==> src/rtl/swt_pkg.sv <==
package swt_pkg;

    localparam int WORD_STORE  = 256;
    localparam int CNT_W       = $clog2(WORD_STORE);
    localparam int MAX_RES     = 3;
    localparam int QUEUE_DEPTH = 4;
    localparam int QPTR_W      = $clog2(QUEUE_DEPTH);

    localparam logic [CNT_W-1:0] WORD_LIMIT = CNT_W'(WORD_STORE - 1);

    localparam logic [2:0] MATCH_NONE   = 3'd0;
    localparam logic [2:0] MATCH_DONE   = 3'd4;
    localparam logic [2:0] MATCH_BROKEN = 3'd7;

    localparam logic [7:0] CH_SPACE = 8'h20;
    localparam logic [7:0] CH_NL    = 8'h0A;
    localparam logic [7:0] CH_BSL   = 8'h5C;
    localparam logic [7:0] CH_PIPE  = 8'h7C;
    localparam logic [7:0] CH_LT    = 8'h3C;
    localparam logic [7:0] CH_GT    = 8'h3E;
    localparam logic [7:0] CH_AMP   = 8'h26;
    localparam logic [7:0] CH_HASH  = 8'h23;
    localparam logic [7:0] CH_D     = 8'h64;
    localparam logic [7:0] CH_O     = 8'h6F;
    localparam logic [7:0] CH_N     = 8'h6E;
    localparam logic [7:0] CH_E     = 8'h65;

    typedef enum logic [1:0] {
        REQ_CHAR  = 2'd0,
        REQ_EOI   = 2'd1,
        REQ_CLEAR = 2'd2
    } req_t;

    typedef enum logic [1:0] {
        KIND_CHAR = 2'd0,
        KIND_END  = 2'd1,
        KIND_STOP = 2'd2
    } kind_t;

    typedef enum logic [1:0] {
        MODE_IDLE = 2'd0,
        MODE_WORD = 2'd1,
        MODE_GT1  = 2'd2,
        MODE_GT2  = 2'd3
    } mode_t;

    typedef struct packed {
        kind_t      kind;
        logic [7:0] chr;
        logic [7:0] len;
        logic       pipe;
    } res_t;

    typedef struct packed {
        logic [1:0]               n;
        res_t [MAX_RES-1:0]       res;
    } bundle_t;

    function automatic logic [7:0] stop_char(input logic [1:0] idx);
        logic [7:0] c;
        begin
            case (idx)
                2'd0:    c = CH_D;
                2'd1:    c = CH_O;
                2'd2:    c = CH_N;
                default: c = CH_E;
            endcase
            return c;
        end
    endfunction

    function automatic logic [2:0] store_match(input logic [2:0] m, input logic [7:0] c);
        logic [2:0] r;
        begin
            if (m < MATCH_DONE && c == stop_char(m[1:0]))
                r = m + 3'd1;
            else
                r = MATCH_BROKEN;
            return r;
        end
    endfunction

    function automatic logic [7:0] word_len(input logic [CNT_W-1:0] cnt);
        logic [CNT_W+7:0] tmp;
        begin
            tmp = {8'h00, cnt};
            return tmp[7:0];
        end
    endfunction

    function automatic logic is_break(input logic [7:0] c);
        return c == CH_LT || c == CH_GT || c == CH_PIPE || c == CH_HASH || c == CH_AMP;
    endfunction

endpackage

==> src/rtl/swt_front.sv <==
module swt_front import swt_pkg::*;
(
    input  logic       clk,
    input  logic       rst_n,
    input  logic       in_valid,
    output logic       in_stall,
    input  logic [1:0] req_type,
    input  logic [7:0] ch,
    input  logic       q_full,
    output logic       q_push,
    output bundle_t    q_data
);

    mode_t            mode_reg, mode_next;
    logic [CNT_W-1:0] cnt_reg, cnt_next;
    logic             esc_reg, esc_next;
    logic [2:0]       match_reg, match_next;
    logic             pipe_reg, pipe_next;

    logic             accept;

    assign in_stall = q_full;
    assign accept   = in_valid && !q_full;
    assign q_push   = accept && (q_data.n != 2'd0);

    always_ff @(posedge clk or negedge rst_n)
    begin
        if (!rst_n)
        begin
            mode_reg  <= MODE_IDLE;
            cnt_reg   <= '0;
            esc_reg   <= 1'b0;
            match_reg <= MATCH_NONE;
            pipe_reg  <= 1'b0;
        end
        else if (accept)
        begin
            mode_reg  <= mode_next;
            cnt_reg   <= cnt_next;
            esc_reg   <= esc_next;
            match_reg <= match_next;
            pipe_reg  <= pipe_next;
        end
    end

    always_comb
    begin
        logic [1:0]       n;
        logic             run_idle;
        logic [CNT_W-1:0] cnt_inc;
        logic [2:0]       match_inc;
        res_t             fin;
        res_t             chr_res;

        mode_next  = mode_reg;
        cnt_next   = cnt_reg;
        esc_next   = esc_reg;
        match_next = match_reg;
        pipe_next  = pipe_reg;
        q_data     = '0;
        n          = 2'd0;
        run_idle   = 1'b0;
        cnt_inc    = cnt_reg + 1'b1;
        match_inc  = store_match(match_reg, ch);

        fin.kind    = (match_reg == MATCH_DONE) ? KIND_STOP : KIND_END;
        fin.chr     = 8'h00;
        fin.len     = word_len(cnt_reg);
        fin.pipe    = pipe_reg;
        chr_res.kind = KIND_CHAR;
        chr_res.chr  = ch;
        chr_res.len  = 8'h00;
        chr_res.pipe = pipe_reg;

        case (req_type)
            REQ_CLEAR:
            begin
                pipe_next = 1'b0;
            end
            REQ_EOI:
            begin
                if (mode_reg != MODE_IDLE && cnt_reg != '0)
                begin
                    q_data.res[n] = fin;
                    n = n + 2'd1;
                end
                if (!(mode_reg != MODE_IDLE && cnt_reg != '0 && match_reg == MATCH_DONE))
                begin
                    q_data.res[n] = '{kind: KIND_STOP, chr: 8'h00, len: 8'h00, pipe: pipe_reg};
                    n = n + 2'd1;
                end
                mode_next  = MODE_IDLE;
                cnt_next   = '0;
                esc_next   = 1'b0;
                match_next = MATCH_NONE;
            end
            REQ_CHAR:
            begin
                unique case (mode_reg)
                    MODE_IDLE:
                    begin
                        run_idle = 1'b1;
                    end
                    MODE_WORD:
                    begin
                        if (cnt_reg >= WORD_LIMIT || (ch == CH_NL && cnt_reg != '0)
                            || (!esc_reg && is_break(ch)))
                        begin
                            q_data.res[n] = fin;
                            n = n + 2'd1;
                            run_idle = 1'b1;
                        end
                        else if (ch == CH_NL || (!esc_reg && ch == CH_SPACE))
                        begin
                            q_data.res[n] = fin;
                            n = n + 2'd1;
                            mode_next  = MODE_IDLE;
                            cnt_next   = '0;
                            esc_next   = 1'b0;
                            match_next = MATCH_NONE;
                        end
                        else if (!esc_reg && ch == CH_BSL)
                        begin
                            esc_next = 1'b1;
                        end
                        else
                        begin
                            q_data.res[n] = chr_res;
                            n = n + 2'd1;
                            cnt_next   = cnt_inc;
                            match_next = match_inc;
                            esc_next   = 1'b0;
                        end
                    end
                    MODE_GT1, MODE_GT2:
                    begin
                        if (ch == CH_AMP || (mode_reg == MODE_GT1 && ch == CH_GT))
                        begin
                            q_data.res[n] = chr_res;
                            n = n + 2'd1;
                            cnt_next   = cnt_inc;
                            match_next = match_inc;
                            esc_next   = 1'b0;
                            mode_next  = MODE_GT2;
                            if (ch == CH_AMP)
                            begin
                                q_data.res[n] = '{kind: (match_inc == MATCH_DONE) ? KIND_STOP
                                                        : KIND_END,
                                                  chr: 8'h00, len: word_len(cnt_inc),
                                                  pipe: pipe_reg};
                                n = n + 2'd1;
                                mode_next  = MODE_IDLE;
                                cnt_next   = '0;
                                match_next = MATCH_NONE;
                            end
                        end
                        else
                        begin
                            q_data.res[n] = fin;
                            n = n + 2'd1;
                            run_idle = 1'b1;
                        end
                    end
                    default:
                    begin
                        run_idle = 1'b0;
                    end
                endcase

                if (run_idle)
                begin
                    mode_next  = MODE_IDLE;
                    cnt_next   = '0;
                    esc_next   = 1'b0;
                    match_next = MATCH_NONE;
                    if (ch == CH_PIPE)
                        pipe_next = 1'b1;
                    chr_res.pipe = pipe_next;
                    if (ch == CH_NL)
                    begin
                        q_data.res[n] = '{kind: KIND_END, chr: 8'h00, len: 8'h00,
                                          pipe: pipe_next};
                        n = n + 2'd1;
                    end
                    else if (ch == CH_BSL)
                    begin
                        mode_next = MODE_WORD;
                        esc_next  = 1'b1;
                    end
                    else if (ch != CH_SPACE)
                    begin
                        q_data.res[n] = chr_res;
                        n = n + 2'd1;
                        if (ch == CH_PIPE || ch == CH_LT || ch == CH_AMP)
                        begin
                            q_data.res[n] = '{kind: KIND_END, chr: 8'h00, len: 8'h01,
                                              pipe: pipe_next};
                            n = n + 2'd1;
                        end
                        else
                        begin
                            cnt_next   = CNT_W'(1);
                            match_next = store_match(MATCH_NONE, ch);
                            mode_next  = (ch == CH_GT) ? MODE_GT1 : MODE_WORD;
                        end
                    end
                end
            end
            default:
            begin
                n = 2'd0;
            end
        endcase

        q_data.n = n;
    end

endmodule

==> src/rtl/swt_queue.sv <==
module swt_queue import swt_pkg::*;
(
    input  logic    clk,
    input  logic    rst_n,
    input  logic    push,
    input  bundle_t wdata,
    input  logic    pop,
    output bundle_t rdata,
    output logic    full,
    output logic    empty
);

    bundle_t             entry_reg [QUEUE_DEPTH];
    logic [QPTR_W-1:0]   wr_ptr_reg, rd_ptr_reg;
    logic [QPTR_W:0]     count_reg, count_next;

    assign full  = (count_reg == (QPTR_W+1)'(QUEUE_DEPTH));
    assign empty = (count_reg == '0);
    assign rdata = entry_reg[rd_ptr_reg];

    always_comb
    begin
        count_next = count_reg;
        if (push && !pop)
            count_next = count_reg + 1'b1;
        else if (pop && !push)
            count_next = count_reg - 1'b1;
    end

    always_ff @(posedge clk or negedge rst_n)
    begin
        if (!rst_n)
        begin
            wr_ptr_reg <= '0;
            rd_ptr_reg <= '0;
            count_reg  <= '0;
        end
        else
        begin
            if (push)
                wr_ptr_reg <= wr_ptr_reg + 1'b1;
            if (pop)
                rd_ptr_reg <= rd_ptr_reg + 1'b1;
            count_reg <= count_next;
        end
    end

    always_ff @(posedge clk)
    begin
        if (push)
            entry_reg[wr_ptr_reg] <= wdata;
    end

    assert property (@(posedge clk) disable iff (!rst_n) push |-> !full)
        else $error("push into full queue");
    assert property (@(posedge clk) disable iff (!rst_n) pop |-> !empty)
        else $error("pop from empty queue");

endmodule

==> src/rtl/swt_back.sv <==
module swt_back import swt_pkg::*;
(
    input  logic       clk,
    input  logic       rst_n,
    input  bundle_t    q_data,
    input  logic       q_empty,
    output logic       q_pop,
    output logic       out_valid,
    input  logic       out_stall,
    output logic [1:0] res_kind,
    output logic [7:0] out_char,
    output logic [7:0] word_length,
    output logic       pipe_seen,
    output logic       last
);

    bundle_t    cur_reg;
    logic       cur_valid_reg;
    logic [1:0] idx_reg;
    logic       out_valid_reg;
    res_t       out_res_reg;
    logic       last_reg;

    logic       advance;
    logic       at_last;
    res_t       cur_res;

    assign cur_res = cur_reg.res[idx_reg];
    assign at_last = (idx_reg == cur_reg.n - 2'd1);
    assign advance = cur_valid_reg && (!out_valid_reg || !out_stall);
    assign q_pop   = !q_empty && (!cur_valid_reg || (advance && at_last));

    always_ff @(posedge clk or negedge rst_n)
    begin
        if (!rst_n)
        begin
            cur_valid_reg <= 1'b0;
            idx_reg       <= '0;
            out_valid_reg <= 1'b0;
        end
        else
        begin
            if (q_pop)
            begin
                cur_valid_reg <= 1'b1;
                idx_reg       <= '0;
            end
            else if (advance)
            begin
                if (at_last)
                    cur_valid_reg <= 1'b0;
                else
                    idx_reg <= idx_reg + 2'd1;
            end

            if (advance)
                out_valid_reg <= 1'b1;
            else if (!out_stall)
                out_valid_reg <= 1'b0;
        end
    end

    always_ff @(posedge clk)
    begin
        if (q_pop)
            cur_reg <= q_data;
        if (advance)
        begin
            out_res_reg <= cur_res;
            last_reg    <= at_last;
        end
    end

    assign out_valid   = out_valid_reg;
    assign res_kind    = out_res_reg.kind;
    assign out_char    = out_res_reg.chr;
    assign word_length = out_res_reg.len;
    assign pipe_seen   = out_res_reg.pipe;
    assign last        = last_reg;

    assert property (@(posedge clk) disable iff (!rst_n) cur_valid_reg |-> cur_reg.n != 2'd0)
        else $error("empty bundle held");
    assert property (@(posedge clk) disable iff (!rst_n)
        (out_valid_reg && !out_stall && !last_reg) |=> out_valid_reg)
        else $error("result group broken before last");

endmodule

==> src/rtl/shell_word_tokenizer_unit.sv <==
// Shell word tokenizer. One input transfer (a character, end of input, or a pipe-mark clear)
// is taken per clock while the result queue has room, and causes zero to three result
// transfers; the last one of each group carries last. Results leave at one per clock while
// out_stall is low, through a registered output, so a long run of multi-result inputs is
// paced by the output side: a four-entry queue of result groups between the lexer and the
// output serializer absorbs bursts. Results pass the queue, held-group and output registers.
module shell_word_tokenizer_unit import swt_pkg::*;
(
    input  logic       clk,
    input  logic       rst_n,
    input  logic       in_valid,
    output logic       in_stall,
    input  logic [1:0] req_type,
    input  logic [7:0] ch,
    output logic       out_valid,
    input  logic       out_stall,
    output logic [1:0] res_kind,
    output logic [7:0] out_char,
    output logic [7:0] word_length,
    output logic       pipe_seen,
    output logic       last
);

    logic    q_full, q_empty, q_push, q_pop;
    bundle_t q_wdata, q_rdata;

    swt_front u_front
    (
        .clk      (clk),
        .rst_n    (rst_n),
        .in_valid (in_valid),
        .in_stall (in_stall),
        .req_type (req_type),
        .ch       (ch),
        .q_full   (q_full),
        .q_push   (q_push),
        .q_data   (q_wdata)
    );

    swt_queue u_queue
    (
        .clk   (clk),
        .rst_n (rst_n),
        .push  (q_push),
        .wdata (q_wdata),
        .pop   (q_pop),
        .rdata (q_rdata),
        .full  (q_full),
        .empty (q_empty)
    );

    swt_back u_back
    (
        .clk         (clk),
        .rst_n       (rst_n),
        .q_data      (q_rdata),
        .q_empty     (q_empty),
        .q_pop       (q_pop),
        .out_valid   (out_valid),
        .out_stall   (out_stall),
        .res_kind    (res_kind),
        .out_char    (out_char),
        .word_length (word_length),
        .pipe_seen   (pipe_seen),
        .last        (last)
    );

endmodule
==> config.mk <==
export PLATFORM = sky130hd
export DESIGN_NAME = shell_word_tokenizer_unit
export DESIGN_NICKNAME = d
export VERILOG_FILES = /design/src/rtl/swt_pkg.sv /design/src/rtl/swt_front.sv /design/src/rtl/swt_queue.sv /design/src/rtl/swt_back.sv /design/src/rtl/shell_word_tokenizer_unit.sv
export SDC_FILE = /design/constraint.sdc
export NUM_CORES = 1
export LEC_CHECK = 0
export BUFFER_PORTS_ARGS = -buffer_cell sky130_fd_sc_hd__buf_2
export CORE_MARGIN = 4
export CORE_UTILIZATION = 30
export CTS_BUF_LIST = sky130_fd_sc_hd__clkbuf_16
export DETAILED_ROUTE_END_ITERATION = 6
export PLACE_DENSITY = 0.4
export SLEW_MARGIN = 25
export SYNTH_ARGS = -nofsm -noshare
export SYNTH_HDL_FRONTEND = slang
export SYNTH_SLANG_ARGS = --single-unit
==> constraint.sdc <==
create_clock -name clk -period 6 [get_ports clk]
set_clock_uncertainty 0.1 [all_clocks]
set_input_delay 1.5 -clock clk [delete_from_list [all_inputs] [get_ports clk]]
set_output_delay 1.5 -clock clk [all_outputs]
set_load 0.01 [all_outputs]
======== Yosys cells after proc, flatten, opt, wreduce, memory -nomap -nowiden ========
Memories as Yosys holds them, arrays and structs flattened. A register that Yosys moved wholly into a read port is not among the register bits.
Index checks and enable logic that the tools add are counted.
word-level totals
  bits in latches ......................... 0
  register bits ........................... 46
  memories ................................ 1
  output and inout bits ................... 22
  ROM bits ................................ 0
  logic and storage cells ................. 248
  memory bits (writable) .................. 236
  bits of input ports ..................... 14
cells by class
  $lt $le $gt $ge ......................... 9
  shifts and indexed selects .............. 0
  divide/modulo/power cells ............... 0
  reductions and logical operators ........ 57
  eq/ne operators ......................... 30
  mux-type cells .......................... 124
  bitwise logic cells ..................... 0
  add/subtract/negate cells ............... 11
  multiply operators ...................... 0
memories
  name               words  width  rd ports  clocked after Yosys merged registers in  wr ports  RTL line         text
  u_queue.entry_reg  4      59     1         1                                        1         swt_queue.sv:13  bundle_t entry_reg [QUEUE_DEPTH];
operators by type and width
  cell                   number
  $mux W57               6
  $mux W19               14
  $bwmux W57             4
  $mux W8                15
  $demux W19 S2          3
  $pmux W57 S2           1
  $mux W2                27
  $mux W3                14
  $eq A8 B6 Y1 const B   5
  $bmux W19 S2           1
  $pmux W19 S2           1
  $pmux W8 S2            2
  $mux W1                24
  $logic_and A1 B1 Y1    18
  $mux W17               1
  $eq A8 B7 Y1 const B   2
  $pmux W2 S2            4
  $reduce_bool A2 Y1     7
  $add A2 B1 Y2 const B  6
  $logic_or A1 B1 Y1     12
  $lt A2 B3 Y1 const B   4
  $pmux W3 S2            2
  $pmux W4 S3            1
  $reduce_and A6 Y1      2
  31 further kinds       55

======== Longest topological paths before layout ========
  depth after elaboration ................. 24
  mapped depth ............................ 18
  mapped depth without buffers ............ 18

======== Cells and area by module ========
A second synthesis with hierarchy kept.
second synthesis, totals
  cell total of the unflattened synthesis .. 841
  area total of the unflattened synthesis .. 14,443.9 µm²
by module, submodules not included
  module     instances  sequential area each (µm²)  area each (µm²)  cells each
  swt_queue  1          7,262.0                     8,974.9          343
  swt_back   1          2,472.4                     3,027.9          170
  swt_front  1          375.4                       2,441.1          328

======== Worst setup path before layout ========
Ideal clock, no wire load.
  kind .................................... input -> register
  from .................................... in ch[1]
  to ...................................... mem u_queue.entry_reg[0][0] (netlist name), enable pin
  path slack .............................. 282 ps
  data required time ...................... 5,486 ps
  library setup time ...................... 414 ps
  stages .................................. 11
  arrival time ............................ 5,204 ps
  path buffers ............................ 2
  cells stage by stage .................... buf_6 > or4b_4 > or3_1 > buf_2 > o41ai_4 > nand2_1 > ha_1 > o31ai_1 > a31oi_1 > a21oi_4 > and2_1
between the ends
  longest elaborated chain between the ends .. 22
  elaborated cells between the ends (all ways) .. 47
  classes of those cells .................. add/sub: 2; eq/ne: 9; mux: 19; reduce/logical: 17
ends and longest elaborated chain
  what                               RTL line                                           text
  start, declared                    shell_word_tokenizer_unit.sv:14                    input logic [7:0] ch,
  $eq A8 B6 Y1 (on tied branches)    swt_pkg.sv:92, swt_front.sv:194, swt_front.sv:137
  $logic_or A1 B1 Y1 (4 in series)   swt_pkg.sv:92                                      return c == CH_LT || c == CH_GT || c == CH_PIPE || c == CH_HASH || c == CH_AMP;
  $logic_and A1 B1 Y1                swt_front.sv:107                                   || (!esc_reg && is_break(ch)))
  $logic_or A1 B1 Y1                 swt_front.sv:107
  $mux W2                            swt_front.sv:106                                   if (cnt_reg >= WORD_LIMIT || (ch == CH_NL && cnt_reg != '0)
  $pmux W2 S2                        swt_front.sv:99                                    unique case (mode_reg)
  $mux W2                            swt_front.sv:75                                    case (req_type)
  $add A2 B1 Y2                      swt_front.sv:183, swt_front.sv:193
  [... 4 more ...]                   -
  $mux W2                            swt_front.sv:179                                   if (ch == CH_NL)
  $mux W2 (*)                        swt_front.sv:170                                   if (run_idle)
  $pmux W2 S2 (*)                    swt_front.sv:75
  $reduce_bool A2 Y1 (*)             swt_front.sv:24                                    assign q_push = accept && (q_data.n != 2'd0);
  $logic_and A1 B1 Y1 (*)            swt_front.sv:24
  net q_push                         shell_word_tokenizer_unit.sv:24                    logic q_full, q_empty, q_push, q_pop;
  $mux W1 (*)                        swt_queue.sv:50                                    if (push)
  $mux W1 (implied by the code) (*)  swt_queue.sv:51                                    entry_reg[wr_ptr_reg] <= wdata;
  end, declared                      swt_queue.sv:13
The timed path passes the listed nets; every way through them passes the cells marked *. The select of a mux whose other input is x is not followed.

======== Worst setup path in the final report ========
  from .................................... in ch[1]
  to ...................................... reg u_queue.count_reg[2]
between the ends
  longest elaborated chain between the ends .. 23
  elaborated cells between the ends (all ways) .. 50
  classes of those cells .................. add/sub: 2; eq/ne: 9; mux: 18; reduce/logical: 21
ends and longest elaborated chain
  what                              RTL line                                           text
  $eq A8 B6 Y1 (on tied branches)   swt_pkg.sv:92, swt_front.sv:194, swt_front.sv:137
  $logic_or A1 B1 Y1 (4 in series)  swt_pkg.sv:92
  $logic_and A1 B1 Y1               swt_front.sv:107
  $logic_or A1 B1 Y1                swt_front.sv:107
  $mux W2                           swt_front.sv:106
  $pmux W2 S2                       swt_front.sv:99
  $mux W2                           swt_front.sv:75
  $add A2 B1 Y2                     swt_front.sv:183, swt_front.sv:193
  [... 5 more ...]                  -
  $mux W2 (*)                       swt_front.sv:170
  $pmux W2 S2 (*)                   swt_front.sv:75
  $reduce_bool A2 Y1 (*)            swt_front.sv:24
  $logic_and A1 B1 Y1 (*)           swt_front.sv:24
  net q_push                        shell_word_tokenizer_unit.sv:24
  $logic_not A1 Y1                  swt_queue.sv:26                                    else if (pop && !push)
  $logic_and A1 B1 Y1               swt_queue.sv:26
  $reduce_bool A2 Y1 (no line)      -
  end signal, assigned              swt_queue.sv:44                                    count_reg <= count_next;
  end, declared                     swt_queue.sv:15                                    logic [QPTR_W:0] count_reg, count_next;
Marked as above.
A chain may end at the register's enable or synchronous reset.

==> run_results.csv <==
group,metric,value,unit
run_status,status,"completed",
placed_design,dp_hpwl,18870,µm
worst_setup_path,r2r_start,"u_front.cnt_reg[0]",
worst_setup_path,arrival,5.50,ns
cts,clk_pin_slew,0.06,ns
cts,clkSinkCount,301,
timing,worst_pin_slew,0.8405,ns
die,fp.dieW,212.4,µm
synth,ys_types,67,
timing,slew_violations,0,
synth,synthArstFlopShare,8.638,%
timing,fmax,0.1939,GHz
timing,tns,0,ns
route,viasPerCell,4.961,
timing,min_period,5.157,ns
cts,cts_hold_buffers,0,
synth,synth_area,12540,µm²
synth,ys.flop_type,"edfxtp_1",
worst_setup_path,end_kind,"flip-flop",
final_layout,layout_common_cells,"275 x edfxtp_1, 51 x mux4_2, 51 x nand2_1, 42 x nor2_1",
timing,setup_ws,0.8432,ns
grt,grt_max_degree,56,
cts,cts_tree,"done",
route,wl_met1,13720,µm
cts,htreeDepth,2,
die,num_io_pins,36,
synth,synthCells,755,
placed_design,post_dp_cell_area,13460,µm²
placed_design,io_buffers,35,
timing,finalSetupViolCount,0,
pwr,irDropWorstVdd,0.0002494,V
route,wl_met3,1101,µm
route,wl_per_cell,21.69,µm
grt,grt_overflow_total,0,
final_layout,final_common_cell,"edfxtp_1",
cts,cts-root-buf,"clkbuf_16",
synth,synth_nets,785,
pwr,power_density,437.9,nW/µm²
worst_hold_path,hp-class,"reg2reg",
placed_design,gp_congestion,0.8225,
final_layout,utilization,35.31,%
run,drv_cap,0,
placed_design,dpl_worst_slack,0.3674,ns
die,coreArea,41110,µm²
timing,hold_violations,0,
worst_setup_path,cp_max_fo,11,
route,drt-total-wl,29690,µm
cts,clockBufferDepth,3,
final_layout,design_area,14520,µm²
cts,insertion_delay,0.52,ns
route,highest_layer,"met4",
synth,seq_area_frac_synth,71.05,%
worst_setup_path,start_kind,"input pin",
timing,rsz0062_at_grt,"false",
final_layout,largest_reg_flops,204,
route,drc,0,
synth,yosys_warnings,0,
final_layout,syn_to_final_growth,15.79,%
worst_setup_path,worst-setup-path-type,"in2reg",
route,wl_met2,14320,µm
pwr,p_leak,4.895,nW
route,drt_iter0_markers,400,
grt,grt.total_usage,13.32,%
cts,cts_buffers,35,
worst_hold_path,worstHoldStart,"u_back.cur_valid_reg",
die,die_area,45130,µm²
die,dieHeight,212.4,µm
timing,fin_crit_sh,85.95,%
final_layout,n_antenna_cell,0,
grt,grt_pass1_vias,7158,
synth,postSynthAreaPerCell,16.61,µm²
die,rows,74,
synth,ys_seq_elements,301,
route,vias,6791,
die,start_util,30.50,%
timing,slew_headroom,43.18,%
worst_setup_path,worstPathRequired,6.34,ns
cts,postCtsSetupRepairBufs,0,
grt,grt_pass1_wl,45060,µm
cts,cts_resized,0,
route,ant_nets,0,
worst_setup_path,crit_start,"ch[1]",
final_layout,drive_above_1_share,23.42,%
route,dr.pass1.iters,5,
synth,synth_edf_count,275,
grt,antenna_found_initial,1,
final_layout,layout.nets,842,
==> metal layers <==
metal / global-route usage (%) / vias up
met5: 0 / -
met4: 3.465 / 0
met3: 2.213 / 39
met2: 21.84 / 151
met1: 18.60 / 3538
li1: - / 3063
==> critical path: stages <==
cell and delay, ns:
buf_2 0.16, or4b_4 0.56, or3_1 0.48, o41ai_4 0.31, nand2_1 0.19, ha_1 0.31, o31ai_1 0.27, a31oi_1 0.20
a21oi_4 0.35, ha_1 0.25, inv_1 0.07, fa_1 0.42, xor2_1 0.17, nor2_1 0.11, xor2_1 0.14
==> final timing paths <==
path                       slack, ns  cells past startpoint                    end
hold / removal                  0.40                      1       u_back.out_valid
max in group asynchronous       4.26                      1  u_queue.rd_ptr_reg[0]
setup / recovery                0.84                     15   u_queue.count_reg[2]
hold reg to reg                 0.40                      1       u_back.out_valid
setup reg to reg                1.31                     16   u_queue.count_reg[2]
min in group asynchronous       0.96                      1        u_front.esc_reg
==> where the power goes <==
part	total (mW)	internal (mW)	leakage, nW	switching, mW
Combinational	1.45	0.625	1.49	0.824
Sequential	2.96	2.78	2.87	0.182
Clock	1.95	1.12	0.536	0.831
Total	6.36	4.52	4.89	1.84
==> synth_stat cells, types with 9 or more instances <==
cell type / number / area share (%)
nand2_1: 51 / 1.5
o21ai_0: 25 / 1.0
nor4_1: 15 / 0.75
edfxtp_1: 275 / 66
dfrtp_1: 26 / 5.2
nor2_1: 42 / 1.3
ha_1: 15 / 1.5
clkbuf_1: 19 / 0.57
o31ai_1: 9 / 0.54
mux2i_1: 20 / 1.6
nand3_1: 15 / 0.60
inv_1: 26 / 0.78
a21oi_1: 21 / 0.84
nor2b_1: 10 / 0.50
and2_1: 10 / 0.50
mux4_2: 51 / 9.2
==> metrics by stage <==
| stage | instances | hold slack (ns) | power (mW) |
|---|---|---|---|
| 2_1_floorplan | 755 | 0.3421 | 3.959 |
| 3_3_place_gp | 1307 | 0.3729 | 4.510 |
| 3_5_place_dp | 1307 | 0.3820 | 4.533 |
| 4_1_cts | 1369 | 0.4035 | 6.514 |
| 5_1_grt | 1369 | 0.4492 | 6.737 |
| 6_report | 1369 | 0.3961 | 6.357 |
==> cell families after synthesis <==
logic type,count (synthesis),synth area share (%)
buf+inv,64,2.096
flops,301,71.05
mux,76,11.27
compound gates,90,4.850
fa+ha+maj,16,1.657
simple gates,196,8.243
xor+xnor,12,0.8382
==> final cells by class <==
type / count / area, µm²
Fill cell: 3961 / 26590
Sequential cell: 301 / 8914
Multi-Input combinational cell: 390 / 3373
Clock buffer: 35 / 875.8
Timing Repair Buffer: 58 / 410.4
Clock inverter: 27 / 181.4
Tap cell: 532 / 665.6
Inverter: 26 / 97.59
No activity file was read; power rests on OpenSTA's default activity.
